[src/smith_waterman_stats_cell_assert.svh]
// Assertion macros for the Smith-Waterman statistics cell.
`ifndef SMITH_WATERMAN_STATS_CELL_ASSERT_SVH
`define SMITH_WATERMAN_STATS_CELL_ASSERT_SVH

// Same-cycle implication, checked out of reset.
`define SWSC_ASSERT_IMP(lbl, ante, cons, msg) \
	lbl: assert property (@(posedge clk) disable iff (!arst_n) (ante) |-> (cons)) \
		else $error(msg);

// Next-cycle implication, checked out of reset.
`define SWSC_ASSERT_NXT(lbl, ante, cons, msg) \
	lbl: assert property (@(posedge clk) disable iff (!arst_n) (ante) |=> (cons)) \
		else $error(msg);

`endif

[src/swsc_pkg.sv]
// Shared constants, types and helper functions of the Smith-Waterman statistics cell.
package swsc_pkg;

	localparam int QUERY_MAX = 256;
	localparam int REF_MAX   = 65536;

	localparam int QIDX_W = $clog2(QUERY_MAX);
	localparam int QLEN_W = $clog2(QUERY_MAX + 1);
	localparam int REF_W  = $clog2(REF_MAX);

	localparam int GAP_W  = 7;
	localparam int CFG_W  = 9;
	localparam int CIDX_W = 2;

	localparam logic [CIDX_W-1:0] REG_GAP_OPEN     = CIDX_W'(0);
	localparam logic [CIDX_W-1:0] REG_GAP_EXTEND   = CIDX_W'(1);
	localparam logic [CIDX_W-1:0] REG_QUERY_LENGTH = CIDX_W'(2);

	localparam logic [GAP_W-1:0]  GAP_OPEN_RST   = GAP_W'(10);
	localparam logic [GAP_W-1:0]  GAP_EXTEND_RST = GAP_W'(1);
	localparam logic [QLEN_W-1:0] QLEN_RST       = QLEN_W'(256);
	localparam logic [QLEN_W-1:0] QLEN_CAP       = QLEN_W'(QUERY_MAX);
	localparam logic [REF_W-1:0]  COL_LAST       = REF_W'(REF_MAX - 1);

	localparam logic [7:0] SAT8 = 8'hFF;

	// Score and statistics of one cell
	typedef struct packed {
		logic [7:0] h;
		logic [7:0] m;
		logic [7:0] s;
		logic [7:0] l;
	} stats_t;

	// One row of the column store
	typedef struct packed {
		logic [7:0] h;
		logic [7:0] e;
		logic [7:0] m;
		logic [7:0] s;
		logic [7:0] l;
	} store_t;

	localparam int STORE_W = $bits(store_t);

	typedef struct packed {
		logic signed [7:0] sub_score;
		logic              is_match;
		logic              is_similar;
		stats_t            old;
		logic [7:0]        e;
		stats_t            diag;
		stats_t            above;
		logic [7:0]        f;
	} cell_in_t;

	typedef struct packed {
		stats_t     c;
		logic [7:0] ne;
		logic [7:0] nf;
		logic       sat;
	} cell_out_t;

	typedef struct packed {
		logic              saturated;
		logic [REF_W-1:0]  end_ref;
		logic [QLEN_W-1:0] end_row;
		logic [7:0]        align_length;
		logic [7:0]        similar_count;
		logic [7:0]        match_count;
		logic [7:0]        best_score;
	} result_t;

	function automatic logic [7:0] sat_inc(input logic [7:0] x, input logic b);
		logic [8:0] t;
		t = {1'b0, x} + {8'b0, b};
		return t[8] ? SAT8 : t[7:0];
	endfunction

	function automatic logic [7:0] sub_sat(input logic [7:0] a, input logic [GAP_W-1:0] b);
		logic [7:0] bx;
		bx = {1'b0, b};
		return (a > bx) ? (a - bx) : 8'd0;
	endfunction

	function automatic logic [7:0] max8(input logic [7:0] a, input logic [7:0] b);
		return (a > b) ? a : b;
	endfunction

endpackage

[src/swsc_cell.sv]
// Affine-gap recurrence and statistics update for one DP cell.
module swsc_cell import swsc_pkg::*; (
	input  cell_in_t         cin,
	input  logic [GAP_W-1:0] gap_open,
	input  logic [GAP_W-1:0] gap_extend,
	output cell_out_t        cout
);

	logic signed [9:0] dsum;
	logic [7:0]        d;
	logic [7:0]        h;
	logic              c1not;
	logic              f_wins;
	logic [7:0]        hopen;
	stats_t            c;

	always_comb begin
		dsum = $signed({2'b00, cin.diag.h}) + $signed({{2{cin.sub_score[7]}}, cin.sub_score});
		if (dsum[9]) begin
			d = 8'd0;
		end else if (dsum[8]) begin
			d = SAT8;
		end else begin
			d = dsum[7:0];
		end

		c1not  = (d < cin.f) || (d < cin.e);
		f_wins = !(cin.f < cin.e);
		h      = max8(max8(d, cin.e), cin.f);

		c.h = h;
		if (!c1not) begin
			c.m = sat_inc(cin.diag.m, cin.is_match);
			c.s = sat_inc(cin.diag.s, cin.is_similar);
			c.l = sat_inc(cin.diag.l, 1'b1);
		end else if (f_wins) begin
			c.m = cin.above.m;
			c.s = cin.above.s;
			c.l = sat_inc(cin.above.l, 1'b1);
		end else begin
			c.m = cin.old.m;
			c.s = cin.old.s;
			c.l = sat_inc(cin.old.l, 1'b1);
		end
		// an empty cell starts no alignment
		if (h == 8'd0) begin
			c.m = 8'd0;
			c.s = 8'd0;
			c.l = 8'd0;
		end

		hopen    = sub_sat(h, gap_open);
		cout.c   = c;
		cout.ne  = max8(sub_sat(cin.e, gap_extend), hopen);
		cout.nf  = max8(sub_sat(cin.f, gap_extend), hopen);
		cout.sat = (c.h == SAT8) || (c.m == SAT8) || (c.s == SAT8) || (c.l == SAT8);
	end

endmodule

[config.mk]
export PLATFORM = sky130hd
export DESIGN_NAME = swsc_cell
export DESIGN_NICKNAME = d
export VERILOG_FILES = /design/src/smith_waterman_stats_cell_assert.svh /design/src/swsc_pkg.sv /design/src/swsc_cell.sv
export SDC_FILE = /design/constraint.sdc
export NUM_CORES = 1
export LEC_CHECK = 0
export ABC_CLOCK_PERIOD_IN_PS = 20300
export BUFFER_PORTS_ARGS = -buffer_cell sky130_fd_sc_hd__buf_4
export CAP_MARGIN = 20
export CORE_MARGIN = 2
export CORE_UTILIZATION = 52
export DETAILED_ROUTE_END_ITERATION = 10
export PLACE_DENSITY = 0.85
export SLEW_MARGIN = 40
export SYNTH_ARGS = -nofsm -noshare
export SYNTH_HDL_FRONTEND = slang
export SYNTH_SLANG_ARGS = --single-unit
[constraint.sdc]
create_clock -name vclk -period 20.3
set_clock_uncertainty 0.2 [all_clocks]
set_input_delay 4.06 -clock vclk [all_inputs]
set_output_delay 4.06 -clock vclk [all_outputs]
set_load 0.005 [all_outputs]
==> key figures <==
Pwr
  – Total chip power: 486 uW
  – Leak: between 0.002 and 0.003 uW
  – Worst VDD drop: roughly 0.060 mV
  – Cell Pwr Density: slightly above 80 mW/mm^2

GRT
  – Global-route wire length before repair: approximately 24,000 um
  – Largest net degree at the start of global routing: 32
  – GRT Total Usage: 29.0%
  – Grt ovf: 0
  – Number of antenna violations at the first check in global routing: 0
  – Vias in the first global route: between 5,000 and 6,000

Outcome
  – Status: finished clean

Layout
  – Cell area after layout: 0.00597 mm^2
  – Commonest non-fill, non-tap cell in the layout: buf_4
  – # diodes: 0
  – # nets final: approximately 1,000
  – Final-layout clock buffer total: 0
  – Most frequent cells in the layout: buf_4 (173), ha_1 (81), nor2_1 (63)
  – Storage element area: 0 um^2
  – Share of cells above drive strength 1: 26.0%
  – Area grow syn2layout: 30.4%
  – Seq Cell Count: 0

Synth
  – Synth Warn #: 0
  – Post-synthesis sequential area ratio: 0%
  – Post-synth net total: ~880
  – Distinct cell type count after synthesis: 60
  – Syn Area/Cell: about 7 um^2
  – Mapped cell area: around 0.0046 mm^2
  – Cells after synthesis: around 660

Setup path
  – Worst path slowest cell: or2_1
  – CP max FO: 15
  – Worst setup startpoint: cin[64]
  – CP Capture Point: cout[5]
  – Most frequent cell on the critical path: ha_1
  – Critical Path Source Type: input port
  – WP data required: approximately 16 ns
  – CP peak stage delay: approximately 0.57 ns
  – Crit path DAT: 14.61 ns
  – CP Class: in2out
  – Crit. End Element: primary output

Drt
  – Drt pass-1 iters: 6
  – Final antenna-violating net count: 0
  – DRC: 0
  – Wirelength per Cell: around 16 um
  – Via/cell ratio: just over 6
  – Routed WL: ~15,000 um
  – Routed vias: 5,563
  – DR iter-0 viols: just over 200

Die
  – Die Footprint: 0.00958 mm^2
  – Die width: 97.9 um
  – # rows: 34
  – # IOs: between 150 and 200
  – Initial Util: between 50% and 60%
  – Core area: approximately 0.0086 mm^2
  – Die H: 97.9 um

Run
  – Max cap viols: 0

Clock tree
  – Hold-fix buffers, CTS: 0
  – # Post-CTS Setup Buffers: 0
  – Post-CTS sizing: 0

Timing
  – Worst Tran Pin Value: 0.811 ns
  – Count of final setup violators: 0
  – Relative slew slack: between 40% and 50%
  – Fin crit share: 93.0%
  – Hold Vio Cnt, Final: 0
  – RSZ-0062 raised after global routing: false
  – Period minus WS final: between 15 and 20 ns
  – Setup TNS: 0 ns
  – Maximum clock frequency: approximately 0.053 GHz
  – Final WS setup: 1.43 ns
  – Slew Viols, Final: 0

Placement
  – DP HPWL: 12,800 um
  – PortBufs: 169
  – RePlAce Congestion: 1.01
  – DP Worst Slack: 1.60 ns
  – Placed Instance Area: ~0.0060 mm^2

Hold path
  – HP Class: in2out
  – Worst hold stages: 4
critical path: cells and delay by family:
family / cells / cell delay, ns
compound gates: 20 / 4.71
simple gates: 12 / 2.45
fa+ha+maj: 7 / 2.16
mux: 2 / 0.77
buf+inv: 4 / 0.44
cell usage after synthesis, drive strengths merged, types with 3 or more instances:
cell type | number | area (um^2)
a211oi | 24 | 185
a21boi | 3 | 22.5
a21o | 20 | 150
a21oi | 36 | 180
a221oi | 3 | 32.5
a31oi | 3 | 18.8
and2 | 3 | 18.8
and3 | 8 | 50.1
buf | 5 | 48.8
clkbuf | 16 | 61.3
fa | 4 | 80.1
ha | 81 | 1010
inv | 56 | 210
mux2 | 18 | 206
mux2i | 25 | 250
nand2 | 38 | 143
nand2b | 12 | 75.1
nand3 | 37 | 185
nand3b | 5 | 37.5
nand4 | 20 | 125
nor2 | 63 | 236
nor2b | 15 | 93.8
nor3 | 23 | 115
nor4 | 4 | 40.0
o211ai | 7 | 52.6
o21a | 15 | 113
o21ai | 29 | 145
o21bai | 5 | 37.5
o22a | 3 | 26.3
o22ai | 3 | 25.0
o311ai | 7 | 68.8
o31ai | 8 | 60.1
or2 | 5 | 31.3
xnor2 | 24 | 210
xor2 | 10 | 87.6
final cells by class:
cell class | count | area (um^2)
multi-input cells | 578 | 4300
fillers | 737 | 2660
repair buffers | 175 | 1330
inverters | 56 | 210
well taps | 108 | 135
metrics by stage:
stage / std cells / hold slack, ns / utilization [%]
after global placement: 915 / 8.33 / 68.6
after floorplan: 655 / 8.07 / -
after global routing: 917 / 8.35 / 69.2
after CTS: 917 / 8.33 / 69.0
after detailed placement: 917 / 8.32 / 69.0
final: 917 / 8.33 / 69.2
worst min path at each step:
stage | start | to | slack [ns]
floorplan | cin[0] | cout[41] | 8.07
global placement | cin[40] | cout[17] | 8.33
detailed placement | cin[40] | cout[17] | 8.32
CTS | cin[40] | cout[17] | 8.33
global route | cin[40] | cout[17] | 8.35
finish | cin[40] | cout[17] | 8.33
power breakdown:
group	leakage [uW]	switching [uW]	internal, uW
combinational	0.00296	245	241
sequential	0	0	0
clock	0	0	0
total	0.00296	245	241
logic make-up after synthesis:
| family | after synthesis | share of synthesized area [%] |
|---|---|---|
| XOR/XNOR | 34 | 6.50 |
| AND/OR/NAND/NOR | 240 | 26.3 |
| AO/OA/AOI/OAI | 176 | 26.4 |
| buffers and inverters | 77 | 6.99 |
| multiplexers | 43 | 9.97 |
| adder cells (fa/ha/maj) | 85 | 23.9 |
routing by layer:
metal	share of wire, %	global-route usage, %
met5	0	0
met3	6.5	3.08
met4	2.9	8.33
met1	40	34.5
met2	50	54.6
(Power assumes the default switching activity.)
