===== src/smith_waterman_stats_cell_assert.svh =====
// Assertion macros for the Smith-Waterman statistics cell.
`ifndef SMITH_WATERMAN_STATS_CELL_ASSERT_SVH
`define SMITH_WATERMAN_STATS_CELL_ASSERT_SVH

// Same-cycle implication, checked out of reset.
`define SWSC_ASSERT_IMP(lbl, ante, cons, msg) \
	lbl: assert property (@(posedge clk) disable iff (!arst_n) (ante) |-> (cons)) \
		else $error(msg);

// Next-cycle implication, checked out of reset.
`define SWSC_ASSERT_NXT(lbl, ante, cons, msg) \
	lbl: assert property (@(posedge clk) disable iff (!arst_n) (ante) |=> (cons)) \
		else $error(msg);

`endif


===== src/swsc_ram.sv =====
// Generic single-write, single-read RAM with registered read data.
module swsc_ram #(
	parameter int WIDTH = 8,
	parameter int DEPTH = 16,
	localparam int AW = $clog2(DEPTH)
) (
	input  logic             clk,
	input  logic             we,
	input  logic [AW-1:0]    waddr,
	input  logic [WIDTH-1:0] wdata,
	input  logic             re,
	input  logic [AW-1:0]    raddr,
	output logic [WIDTH-1:0] rdata
);

	logic [WIDTH-1:0] mem [DEPTH];

	always_ff @(posedge clk) begin
		if (we) begin
			mem[waddr] <= wdata;
		end
	end

	always_ff @(posedge clk) begin
		if (re) begin
			rdata <= mem[raddr];
		end
	end

endmodule


===== config.mk =====
export PLATFORM = sky130hd
export DESIGN_NAME = swsc_ram
export DESIGN_NICKNAME = d
export VERILOG_FILES = /design/src/smith_waterman_stats_cell_assert.svh /design/src/swsc_ram.sv
export SDC_FILE = /design/constraint.sdc
export NUM_CORES = 1
export LEC_CHECK = 0
export BUFFER_PORTS_ARGS = -buffer_cell sky130_fd_sc_hd__buf_4
export CAP_MARGIN = 20
export CORE_MARGIN = 2
export CORE_UTILIZATION = 40
export DETAILED_ROUTE_END_ITERATION = 10
export GPL_ROUTABILITY_DRIVEN = 0
export HOLD_SLACK_MARGIN = 0.12
export PLACE_DENSITY_LB_ADDON = 0.25
export SKIP_LAST_GASP = 1
export SYNTH_ARGS = -nofsm -noshare
export SYNTH_HDL_FRONTEND = slang
export SYNTH_SLANG_ARGS = --single-unit

===== constraint.sdc =====
create_clock -name clk -period 1.95 [get_ports clk]
set_clock_uncertainty 0.05 [all_clocks]
set_input_delay 0.2925 -clock clk [delete_from_list [all_inputs] [get_ports clk]]
set_output_delay 0.2925 -clock clk [all_outputs]
set_load 0.05 [all_outputs]

==> results of run 1 <==
[synthesized netlist by cell type]
library cell,instances
a22oi_1,16
and2_1,1
and2b_1,1
buf_2,3
buf_4,1
buf_6,3
clkdlybuf4s25_2,3
edfxtp_1,136
mux4_1,14
mux4_2,18
nand2_1,9
nand2b_1,2
nand3_1,1
nand3b_1,2
nor2_1,13
nor2b_1,1
nor3_1,4
or3b_2,1
[stage by stage]
| stage | setup WS, ns | instance area [sq um] | power [W] | std cells |
|---|---|---|---|---|
| floorplan | 0.1146 | 5228 | 0.003584 | 229 |
| global placement | 0.06583 | 5762 | 0.003748 | 440 |
| detailed placement | 0.05967 | 5762 | 0.003755 | 440 |
| CTS | 0.3847 | 6321 | 0.006739 | 472 |
| global route | 0.3382 | 6321 | 0.006900 | 472 |
| finish | 0.4250 | 6321 | 0.006669 | 472 |
[sequential cells by signal, summed over array words and instances (netlist names)]
register / count
mem: 128
rdata: 8
[kinds of logic after synthesis]
kind of cell | share of synthesized area, %
AO/OA/AOI/OAI | 2.298
buffers and inverters | 1.651
flip-flops | 78.12
multiplexers | 14.79
AND/OR/NAND/NOR | 3.136
[area by class of cell]
| class | instances | share of cell area (%) |
|---|---|---|
| Multi-Input combinational cell | 83 | 16.73 |
| Tap cell | 172 | 3.405 |
| Clock buffer | 17 | 6.730 |
| Sequential cell | 136 | 64.61 |
| Clock inverter | 15 | 2.118 |
| Timing Repair Buffer | 49 | 6.413 |
[per-layer routing]
layer,up-vias,track usage (%),part of all wire (%)
met5,-,0,0
met3,10,4.199,8.1
met2,86,24.71,49
li1,1097,-,-
met4,0,5.648,1.1
met1,1275,22.51,41
[power by group]
part	internal [W]	switching, W	leakage (nW)
sequential	0.00329	0.0000198	1.24
clock	0.00186	0.00113	0.277
combinational	0.000156	0.000216	0.629
total	0.00531	0.00136	2.14
[placed cells by master, fill, tap and decap left out, types with 2 or more instances in the layout]
cell       synthesis  final
nand2b_1           2      2
buf_12             0      3
nand2_1            9      9
clkbuf_16          0     17
clkinv_1           0      4
nor2_1            13     13
buf_4              1     46
inv_6              0      2
mux4_1            14     14
a22oi_1           16     16
bufinv_16          0      2
clkinv_2           0      5
mux4_2            18     18
nor3_1             4      4
edfxtp_1         136    136
nand3b_1           2      2
[how the worst max path moves through the flow]
| stage | start | endpoint | slack, ns | cells past startpoint |
|---|---|---|---|---|
| floorplan | waddr[2] | mem[0][0]$_DFFE_PP_ | 0.11 | 2 |
| global placement | raddr[0] | rdata[0]$_DFFE_PP_ | 0.07 | 5 |
| detailed placement | raddr[0] | rdata[0]$_DFFE_PP_ | 0.06 | 5 |
| CTS | mem[1][0]$_DFFE_PP_ | rdata[0]$_DFFE_PP_ | 0.38 | 3 |
| global route | mem[1][0]$_DFFE_PP_ | rdata[0]$_DFFE_PP_ | 0.34 | 3 |
| finish | mem[1][0]$_DFFE_PP_ | rdata[0]$_DFFE_PP_ | 0.42 | 3 |
[critical path, delay by kind of cell, from the launching register on]
kind	cells	cell delay, ns
flops	1	0.35
simple gates	1	0.08
compound gates	1	0.26
mux	1	0.53
==> impl_metrics.tcl, run 1 <==
set metrics [dict create \
    synth_top_area_share_pct 78.12 \
    critical_path_arrival_ns 1.63 \
    vdd_drop_max_mv 0.4946 \
    reg2reg_slack_ns 0.42 \
    multi_input_area_sq_um 1057 \
    drive_gt1_share_pct 32.00 \
    crit_path_end_kind "flop" \
    synth-warning-count 0 \
    post_cts.repair.setup_buffers 0 \
    grt_pass1_vias 2623 \
    cts_inserted_buffers 17 \
    drc 0 \
    initial_core_util_pct 41.26 \
    fmax_mhz 655.7 \
    syn_area_sq_um 5228 \
    die_w_um 118.3 \
    power_density_nw_per_um2 1055 \
    syn-num-nets 248 \
    drtPass1Iterations 4 \
    path_max_fanout 1 \
    syn_area_per_cell_sq_um 22.83 \
    ioPinCount 27 \
    max-cap-violations 0 \
    timing.final.hold_violations 0 \
    rr_endpoint "rdata[0]$_DFFE_PP_" \
    tightestPinTransition_ns 0.4115 \
    setup_viol 0 \
    drt_iter0_drc 203 \
    coreArea_sq_um 12670 \
    synth.distinct_cells 18 \
    diodes 0 \
    drtAntennaViolNets 0 \
    criticalPathCategory "flop to flop" \
    portBuffers 26 \
    dp_hpwl_um 6454 \
    wirelength_um 10200 \
    postLayoutCoreUtil_pct 49.89 \
    hold_path_class "primary input to flop" \
    hold_depth 1 \
    rr_startpoint "mem[1][0]$_DFFE_PP_" \
    ys_ff_latch 136 \
    rows 41 \
    min_from "re" \
    dieArea_sq_um 14000 \
    ctsResizeCount 0 \
    h-tree-depth 4 \
    ys_seq_area_share_pct 78.12 \
    run_status "finished, final reports clean" \
    ff_latch_area_sq_um 4084 \
    min_period_ns 1.525 \
    route.vias.total 2468 \
    clk_latency_ns 0.40 \
    max_stage_delay_ns 0.53 \
    layout.nets 306 \
    grt_max_degree 19 \
    grt_first_pass_wirelength_um 15920 \
    clock_sinks 136 \
    die_height_um 118.3 \
    synth_area_leaders "edfxtp_1 (78%), mux4_2 (7.8%), mux4_1 (7.0%)" \
    hold_buffers 0 \
    crit_required_ns 2.05 \
    p_leak_nw 2.142 \
    min_to "rdata[1]$_DFFE_PP_" \
    viasPerCell 5.229 \
    grt_antenna_before_repair 0 \
    period_share_pct 78.21 \
    cts_tree "built" \
    synthCells 229 \
    grt_overflow 0 \
    clock_path_buffers 2 \
    max_slew_margin_pct 72.57 \
    root_buffer "clkbuf_16" \
    area_growth_pct 20.92 \
    grtUsageTotal_pct 16.14 \
    wl_per_cell_um 21.62 \
    crit_chain "mux4_1 -> a22oi_1 -> nand2_1" \
    worstSetupStartpointType "flop" \
    fillers 1027 \
    rr_worst_depth 3 \
    clk_pin_slew_ns 0.06 \
    cpMaxStageDelayCell "mux4_1" \
    rsz0062_at_grt "false" \
    yosys.area.top_type "edfxtp_1" \
    tns_ns 0 \
    maxSlewViolCount 0 \
    hold_ws_ns 0.1436 \
]
No activity file was read; power rests on OpenSTA's default activity.
==> run 2, diff against run 1 <==
- clock period: 1.95 -> 1.4 ns (I/O delays scaled with it)
==> run 2 against run 1 <==
The run now ends with setup timing left. Global-route usage grew 0.36 points. Design area grew 2.9%. First-iteration DRC count grew 51%. Non-clock buffer count grew 23. Utilization grew 1.5 points. Via count grew 3.6%. Sequential share of layout area shrank 1.8 points. Count of clock-buffer cells in the layout grew 3. Total power grew 36%. Worst setup slack lost 0.49 ns. Largest power group unchanged.
==> impl_metrics.tcl, run 2 (same netlist as run 1, synthesis figures left out) <==
set metrics [dict create \
    crit_required_ns 1.50 \
    place_area_sq_um 5846 \
    p_int_w 0.007095 \
    coreArea_sq_um 12670 \
    max_slew_margin_pct 33.12 \
    fillers 1025 \
    grt_overflow 0 \
    clock_sinks 136 \
    layout.nets 329 \
    drtPass1Iterations 4 \
    swShare_pct 21.75 \
    critical_path.startpoint "mem[11][2]$_DFFE_PP_" \
    route.vias.total 2557 \
    wirelength_um 10710 \
    critical_path_arrival_ns 1.57 \
    rr_endpoint "rdata[2]$_DFFE_PP_" \
    largest_reg_flops 128 \
    timing.final.hold_violations 0 \
    portBuffers 26 \
    clk_latency_ns 0.42 \
    multi_input_area_sq_um 1077 \
    fmax_mhz 681.0 \
    viasPerCell 5.166 \
    area_growth_pct 24.46 \
    p_switching_w 0.001972 \
    drtAntennaViolNets 0 \
    grt_first_pass_wirelength_um 16300 \
    grt_pass1_vias 2674 \
    dp_hpwl_um 6928 \
    power_density_nw_per_um2 1394 \
    die_w_um 118.3 \
    period_share_pct 104.9 \
    grt_max_degree 22 \
    min_period_ns 1.468 \
    max-cap-violations 0 \
    hold_path_class "primary input to flop" \
    mostFrequentLayoutCell "edfxtp_1" \
    tns_ns -0.2394 \
    drc 0 \
    cts_inserted_buffers 17 \
    violations "setup timing" \
    wl_met3_um 723 \
    diodes 0 \
    met2_length_um 5228 \
    p_leak_nw 2.160 \
    setup_viol 7 \
    cp-endpoint "rdata[2]$_DFFE_PP_" \
    rows 41 \
    wl_per_cell_um 21.64 \
    grtUsageTotal_pct 16.50 \
    ff_latch_area_sq_um 4084 \
    regMostFlops "mem" \
    rr_startpoint "mem[11][2]$_DFFE_PP_" \
    ioPinCount 27 \
    p_comb_share_pct 6.6 \
    worstSetupStartpointType "flop" \
    drive_gt1_share_pct 42.72 \
    grt_antenna_before_repair 0 \
    post_cts.repair.setup_buffers 0 \
    run_status "complete, but fails checks" \
    final_area_sq_um 6506 \
    clock_path_buffers 2 \
    criticalPathCategory "flop to flop" \
    drt_iter0_drc 306 \
    reg_top3 "mem: 128 flops, rdata: 8 flops" \
    tightestPinTransition_ns 0.9995 \
    p_clk_share_pct 42.4 \
    clk_pin_slew_ns 0.06 \
    layout_common_cells "edfxtp_1 (136), buf_4 (59), mux4_2 (32)" \
    rr_worst_depth 3 \
    maxSlewViolCount 0 \
    seqPwrFrac_pct 50.9 \
    rsz0062_at_grt "true" \
    initial_core_util_pct 41.26 \
    crit_path_end_kind "flop" \
    drt-met1-wl_um 4669 \
    dieArea_sq_um 14000 \
    topRoutingLayerUsed "met4" \
    setup_slack_ns -0.06836 \
    cts_tree "built" \
    die_height_um 118.3 \
    vdd_drop_max_mv 0.8969 \
    reg2reg_slack_ns -0.07 \
    path_max_fanout 1 \
    h-tree-depth 4 \
    root_buffer "clkbuf_16" \
]
==> run 2: changes by cell type in the layout (fill, tap and decap cells not counted), moves of 5 or more <==
cell,change
dlygate4sd3_1,+9
buf_4,+13
clkinvlp_4,+5
a22oi_2,+11
a22oi_1,-11
mux4_2,+14
mux4_1,-14
==> run 2: final cells by class <==
cell class	count	area share [%]
flip-flops and latches	136	62.77
multi-input cells	83	16.56
repair buffers	72	9.423
clock buffers	20	6.712
well taps	172	3.308
clock inverters	12	1.231
==> run 2: power by group through the flow <==
stage | sequential [W] | combinational [W] | clock, W
finish | 0.00462 | 0.000600 | 0.00385
CTS | 0.00462 | 0.000591 | 0.00391
global placement | 0.00470 | 0.000551 | 0
global route | 0.00462 | 0.000642 | 0.00408
floorplan | 0.00476 | 0.000253 | 0
detailed placement | 0.00470 | 0.000560 | 0
==> run 2: per-stage QoR <==
stage          setup slack [ns]  hold WS, ns  util, %  total power [W]  std cells
5_1_grt                 -0.1155       0.2568    51.35         0.009347        495
3_5_place_dp            -0.4280       0.4824    46.13         0.005264        454
2_1_floorplan           -0.1261       0.2589        -         0.005014        229
4_1_cts                -0.06222       0.2376    51.12         0.009122        495
3_3_place_gp            -0.4425       0.4677    46.13         0.005252        454
6_report               -0.06836       0.2543    51.35         0.009067        495
==> run 2: worst max-delay path: stages, from the launching register on <==
cell	delay [ns]
edfxtp_1	0.35
mux4_2	0.49
a22oi_2	0.22
nand2_2	0.10
==> run 2: how the worst min path moves through the flow <==
stage | end | from | depth (start not counted) | slack, ns
after floorplan | mem[0][0]$_DFFE_PP_ | wdata[0] | 0 | 0.26
after global placement | mem[8][3]$_DFFE_PP_ | wdata[3] | 1 | 0.47
after detailed placement | rdata[3]$_DFFE_PP_ | re | 1 | 0.48
after CTS | mem[4][5]$_DFFE_PP_ | waddr[1] | 3 | 0.24
after global routing | mem[8][2]$_DFFE_PP_ | waddr[0] | 3 | 0.26
final | mem[4][5]$_DFFE_PP_ | waddr[0] | 3 | 0.25
==> run 2: per-layer routing <==
| layer | track usage, % | up-vias |
|---|---|---|
| met1 | 22.73 | 1322 |
| met3 | 4.488 | 7 |
| li1 | - | 1133 |
| met2 | 25.40 | 95 |
| met5 | 0 | - |
| met4 | 5.873 | 0 |
==> run 2: repair_timing <==
| item | CTS | global route |
|---|---|---|
| setup endpoints to repair | 8 | 8 |
| hold buffers | 9 | 0 |
| resized for setup | 5 | 8 |
| pin swaps | 1 | 3 |
| hold endpoints to repair | 136 | 0 |
